--- src/design/ncdc_pkg.sv ---
// shared widths, turn constants, arctangent table and stage struct
package ncdc_pkg;

  localparam int CW       = 22;
  localparam int SW       = 26;
  localparam int NW       = 32;
  localparam int CRW      = 62;
  localparam int AW       = 32;
  localparam int INT_FRAC = 16;
  localparam int PRE_SH   = 24;

  localparam logic [AW-1:0] HALF_TURN    = 32'h8000_0000;
  localparam logic [AW-1:0] QUARTER_TURN = 32'h4000_0000;

  localparam logic [AW-1:0] ATAN_TURN [32] = '{
    32'd536870912, 32'd316933406, 32'd167458907, 32'd85004756, 32'd42667331,
    32'd21354465, 32'd10679838, 32'd5340245, 32'd2670163, 32'd1335087,
    32'd667544, 32'd333772, 32'd166886, 32'd83443, 32'd41722, 32'd20861,
    32'd10430, 32'd5215, 32'd2608, 32'd1304, 32'd652, 32'd326, 32'd163,
    32'd81, 32'd41, 32'd20, 32'd10, 32'd5, 32'd3, 32'd1, 32'd1, 32'd0
  };

  typedef struct packed {
    logic signed [NW-1:0] nr;
    logic signed [NW-1:0] ni;
    logic signed [NW-1:0] dr;
    logic signed [NW-1:0] di;
  } nd_t;

endpackage

--- src/design/ncdc_color.sv ---
// argument to rainbow mapping and intensity scaling with output register
module ncdc_color (
  input  logic                    clk_i,
  input  logic                    rst_ni,
  input  logic                    en_i,
  input  logic                    vld_i,
  input  logic [ncdc_pkg::AW-1:0] ang_i,
  input  logic [ncdc_pkg::AW-1:0] arg_i,
  input  logic                    nzero_i,
  input  logic                    dzero_i,
  output logic                    vld_o,
  output logic [7:0]              red_o,
  output logic [7:0]              green_o,
  output logic [7:0]              blue_o
);

  localparam int AW = ncdc_pkg::AW;

  logic [2:0]  vld_q;
  logic [30:0] t_d, t_h_q, t_i_q;
  logic [9:0]  vi_d, vi_q;
  logic        frac_d, frac_q;
  logic [7:0]  r_d, g_d, b_d, r_q, g_q, b_q;
  logic [7:0]  ro_d, go_d, bo_d, ro_q, go_q, bo_q;

  // intensity clamp and argument to 0..1023
  always_comb begin
    logic [AW-1:0] arg;
    logic [AW:0]   u;
    logic [AW+10:0] vq;
    if (nzero_i) begin
      t_d = '0;
    end else if (dzero_i) begin
      t_d = 31'(ncdc_pkg::QUARTER_TURN);
    end else if (ang_i > ncdc_pkg::HALF_TURN) begin
      t_d = '0;
    end else if (ang_i > ncdc_pkg::QUARTER_TURN) begin
      t_d = 31'(ncdc_pkg::QUARTER_TURN);
    end else begin
      t_d = ang_i[30:0];
    end
    arg = (nzero_i || dzero_i) ? '0 : arg_i;
    if (arg <= ncdc_pkg::HALF_TURN) begin
      u = {1'b0, arg} + {1'b0, ncdc_pkg::HALF_TURN};
    end else begin
      u = {1'b0, arg} - {1'b0, ncdc_pkg::HALF_TURN};
    end
    vq     = {u, 10'b0} - {10'b0, u};
    vi_d   = vq[AW+9:AW];
    frac_d = |vq[AW-1:0];
  end

  // four segment rainbow
  always_comb begin
    logic [9:0] dn;
    r_d = '0;
    g_d = '0;
    b_d = '0;
    dn  = '0;
    unique case (vi_q[9:8])
      2'd0: begin
        g_d = vi_q[7:0];
        b_d = 8'd255;
      end
      2'd1: begin
        dn  = 10'd512 - vi_q - {9'b0, frac_q};
        g_d = 8'd255;
        b_d = dn[8] ? 8'd255 : dn[7:0];
      end
      2'd2: begin
        r_d = vi_q[7:0];
        g_d = 8'd255;
      end
      2'd3: begin
        dn  = 10'd0 - vi_q - {9'b0, frac_q};
        r_d = 8'd255;
        g_d = (dn == 10'd256) ? 8'd255 : dn[7:0];
      end
      default: begin
        r_d = '0;
      end
    endcase
  end

  // channel times intensity, truncated
  always_comb begin
    logic [38:0] pr, pg, pb;
    pr   = 39'(t_i_q) * 39'(r_q);
    pg   = 39'(t_i_q) * 39'(g_q);
    pb   = 39'(t_i_q) * 39'(b_q);
    ro_d = pr[37:30];
    go_d = pg[37:30];
    bo_d = pb[37:30];
  end

  always_ff @(posedge clk_i) begin
    if (en_i) begin
      t_h_q  <= t_d;
      vi_q   <= vi_d;
      frac_q <= frac_d;
      t_i_q  <= t_h_q;
      r_q    <= r_d;
      g_q    <= g_d;
      b_q    <= b_d;
      ro_q   <= ro_d;
      go_q   <= go_d;
      bo_q   <= bo_d;
    end
  end

  always_ff @(posedge clk_i or negedge rst_ni) begin
    if (!rst_ni) begin
      vld_q <= '0;
    end else if (en_i) begin
      vld_q <= {vld_q[1:0], vld_i};
    end
  end

  assign vld_o   = vld_q[2];
  assign red_o   = ro_q;
  assign green_o = go_q;
  assign blue_o  = bo_q;

endmodule

--- config.mk ---
export PLATFORM = sky130hd
export DESIGN_NAME = ncdc_color
export DESIGN_NICKNAME = d
export VERILOG_FILES = /design/src/design/ncdc_pkg.sv /design/src/design/ncdc_color.sv
export SDC_FILE = /design/constraint.sdc
export NUM_CORES = 2
export LEC_CHECK = 0
export CAP_MARGIN = 20
export CELL_PAD_IN_SITES_DETAIL_PLACEMENT = 0
export CELL_PAD_IN_SITES_GLOBAL_PLACEMENT = 1
export CORE_MARGIN = 4
export CORE_UTILIZATION = 50
export CTS_BUF_LIST = sky130_fd_sc_hd__clkbuf_4
export CTS_CLUSTER_SIZE = 20
export DETAILED_ROUTE_END_ITERATION = 10
export DONT_BUFFER_PORTS = 1
export PLACE_DENSITY_LB_ADDON = 0.2
export SYNTH_ARGS = -nofsm -noshare
export SYNTH_HDL_FRONTEND = slang
export SYNTH_SLANG_ARGS = --single-unit
--- constraint.sdc ---
create_clock -name clk_i -period 8.4 [get_ports clk_i]
set_input_delay 0.42 -clock clk_i [delete_from_list [all_inputs] [get_ports clk_i]]
set_output_delay 0.42 -clock clk_i [all_outputs]
set_load 0.01 [all_outputs]
==> reports/metrics.yaml <==
yosys_register_bits: 124
clock_latency_ns: 0.62
grt_max_degree: 125
drc: 0
critical_path_peak_fanout: 32
htree_levels: 4
ant_nets: 0
yosysSeqAreaShare_pct: 13.8
cts_hold_buf: 39
report.final.slew_viol_count: 0
antenna_found_initial: 1
cpMostUsedCell: "fa_1"
met1_length_mm: 26.7
path_buf_inv: 0
wl_met2_mm: 32.6
timing.final.crit_share_pct: 72.1
ios: 95
pwr_density_cell_nw_per_um2: 367
dp.cells: 3357
leakage_nw: 13.5
gp_congestion: 0.852
core_area_um2: 52900
start_util_pct: 50.8
cts_tree: "yes"
crit_path_end_kind: "flop"
placementRows: 84
grt_pass1_wl_mm: 106
arrival_ns: 6.44
fp.dieW_um: 240
synth_edf_count: 121
synthXorXnorAreaFrac_pct: 1.43
route.met3.wl_mm: 2.04
peakVddDrop_mv: 0.248
die_height_um: 240
topRoutingLayerUsed: "met4"
post-cts-setup-buffers: 0
layout-drive-gt1-share_pct: 2.51
crit_required_ns: 8.78
async_flop_share_pct: 2.42
period_minus_slack_ns: 6.06
crit_family: "adder cells"
cp_slowest_cell: "edfxtp_1"
nNetsFinal: 3518
synth_cells: 2802
fillerInstances: 4837
clk_pin_slew_worst_paths_ns: 0.13
gr-usage-all-layers_pct: 22.9
seq_area_um2: 3710
wirelength_mm: 62.7
drt-wirelength-per-cell_um: 18.3
cpPeakStageDelay_ns: 1.10
drv_cap: 0
areaGrowthSynthToFinish_pct: 4.61
cts_sinks: 124
startpoint_type: "flop"
finalHoldViolations: 0
grt_pass1_vias: 20976
avgSynthCellArea_um2: 9.59
synth_nets: 3588
drt_first_iter_violations: 914
final_util_pct: 53.2
path_class: "flop to flop"
cts-resized-gates: 0
crit_chain: "and2_1, fa_1, fa_1, fa_1, fa_1, ha_1, a21o_1, a211o_1, a2111oi_0, a221oi_1, and2_1, o2111ai_1, nand3b_1, xnor2_1"
yosys.area_share.simple_pct: 21.1
ctsLongestPathBuffers: 2
timing.setup.tns_ns: 0
drt-vias-per-instance: 5.47
clock_tree.root_cell: "clkbuf_4"
vias: 18785
drt_first_pass_iters: 5
layout.cells.non_filler: 3435
synth_adder_area_share_pct: 47.8
finalSetupViolations: 0
multi_input_area_um2: 20900
yosys_warnings: 0
worst_pin_slew_ns: 1.13
gr-total-overflow: 0
max_freq_mhz: 165
portBuffers: 0
synthFlopType: "edfxtp_1"
outcome: "finished, final reports clean"
synth_compound_area_share_pct: 6.90
fin_worst_skew_ns: 0.0297
rsz0062_at_grt: "no"
dp_hpwl_mm: 47.3
synthMuxAreaShare_pct: 0.433
synth_top_family_by_area: "adder cells"
slew_headroom_pct: 24.7
synth_area_um2: 26900
hold_class: "input pin to flop"
cts_buffers: 17
synthDistinctLibCells: 71
fp.dieArea_um2: 57500
-- layout by cell type (no fill, tap or decap), types with 21 or more instances in the layout --
cell	count
o21ai_0	42
nor3_1	21
xnor2_1	32
nor2_1	51
nand2_1	235
ha_1	200
inv_1	461
and2_1	593
a21oi_1	71
a21o_1	50
nand4_1	23
fa_1	516
edfxtp_1	121
nand3_1	25
dlygate4sd3_1	38
-- where the power goes --
group          switching (mW)  leakage (nW)  internal, mW
clock network           0.271         0.139         0.151
logic                    4.82          12.1          3.89
registers               0.231          1.22         0.958
total                    5.32          13.5          5.00
-- routing by layer --
metal | global-route usage [%] | vias up
li1 | - | 8626
met1 | 29.7 | 9754
met2 | 40.8 | 310
met3 | 3.01 | 95
met4 | 6.14 | 0
met5 | 0 | -
-- worst paths after layout --
path	slack, ns	cells past startpoint	to	start
worst max-delay path	2.34	14	green_o[7]	g_q[3]
worst min-delay path	0.13	2	vi_q[9]	arg_i[30]
worst max register to register	2.34	14	green_o[7]	g_q[3]
worst min register to register	0.43	0	t_i_q[0]	t_h_q[0]
max in group asynchronous	7.67	2	vld_q[2]	rst_ni
min in group asynchronous	0.59	2	vld_q[0]	rst_ni
-- Yosys cell counts (4+ instances only) --
cell | n | area (um^2)
and2_1 | 593 | 3710
o2111ai_1 | 4 | 35.0
nand2_1 | 235 | 882
a221oi_1 | 13 | 114
nand2b_1 | 10 | 62.6
nor3_1 | 21 | 105
nand3_1 | 25 | 125
xnor2_1 | 32 | 280
o21a_1 | 14 | 105
nor2b_1 | 9 | 56.3
nor2_1 | 52 | 195
a21oi_1 | 71 | 355
inv_1 | 461 | 1730
o21bai_1 | 8 | 60.1
nand3b_1 | 4 | 30.0
mux2_2 | 5 | 56.3
a21o_1 | 50 | 375
o221ai_1 | 5 | 43.8
edfxtp_1 | 121 | 3630
mux2i_1 | 6 | 60.1
or3_1 | 6 | 37.5
o211ai_1 | 8 | 60.1
and3_1 | 9 | 56.3
clkbuf_1 | 146 | 548
a211oi_1 | 15 | 113
nor4_1 | 14 | 87.6
ha_1 | 200 | 2500
fa_1 | 516 | 10300
nand4_1 | 23 | 144
and4_1 | 6 | 52.6
xor2_1 | 12 | 105
a41oi_1 | 4 | 35.0
o21ai_0 | 42 | 210
-- flip-flops by register name, summed over array words and instances (netlist names) --
signal	cells
blue_o	8
frac_q	1
t_i_q	31
t_h_q	31
vld_q	3
r_q	8
vi_q	10
green_o	8
g_q	8
red_o	8
b_q	8
-- final cells by class --
class / instances / area share (%)
Multi-Input combinational cell: 2068 / 74.3
Tap cell: 688 / 3.06
Inverter: 461 / 6.16
Clock buffer: 17 / 0.454
Antenna cell: 2 / 0.0178
Sequential cell: 124 / 13.2
Timing Repair Buffer: 60 / 2.37
Clock inverter: 15 / 0.494
-- worst register-to-register path, cell delays in order, from the launching register on --
cell       delay [ns]
edfxtp_1         1.10
and2_1           0.28
fa_1             0.46
fa_1             0.57
fa_1             0.42
fa_1             0.46
ha_1             0.30
a21o_1           0.18
a211o_1          0.34
a2111oi_0        0.66
a221oi_1         0.33
and2_1           0.26
o2111ai_1        0.21
nand3b_1         0.12
xnor2_1          0.13
-- logic make-up (layout without fill, tap and decap cells) --
family,count (synthesis),after routing
flip-flops,124,124
other,0,2
AO/OA/AOI/OAI,274,274
multiplexers,11,11
adder cells (fa/ha/maj),716,716
AND/OR/NAND/NOR,1023,1023
XOR/XNOR,44,44
buffers and inverters,610,553
-- per-stage QoR --
stage | setup slack, ns | cell area (um^2) | hold slack [ns] | total power, mW
after global placement | 2.31 | 27300 | 0.124 | 9.74
after detailed placement | 2.31 | 27300 | 0.124 | 9.92
after CTS | 2.32 | 28000 | 0.0182 | 10.4
after global routing | 1.99 | 28100 | 0.0660 | 11.8
final | 2.34 | 28100 | 0.133 | 10.3
after floorplan | 3.62 | 26900 | 0.124 | 7.72
(Power assumes the default switching activity.)
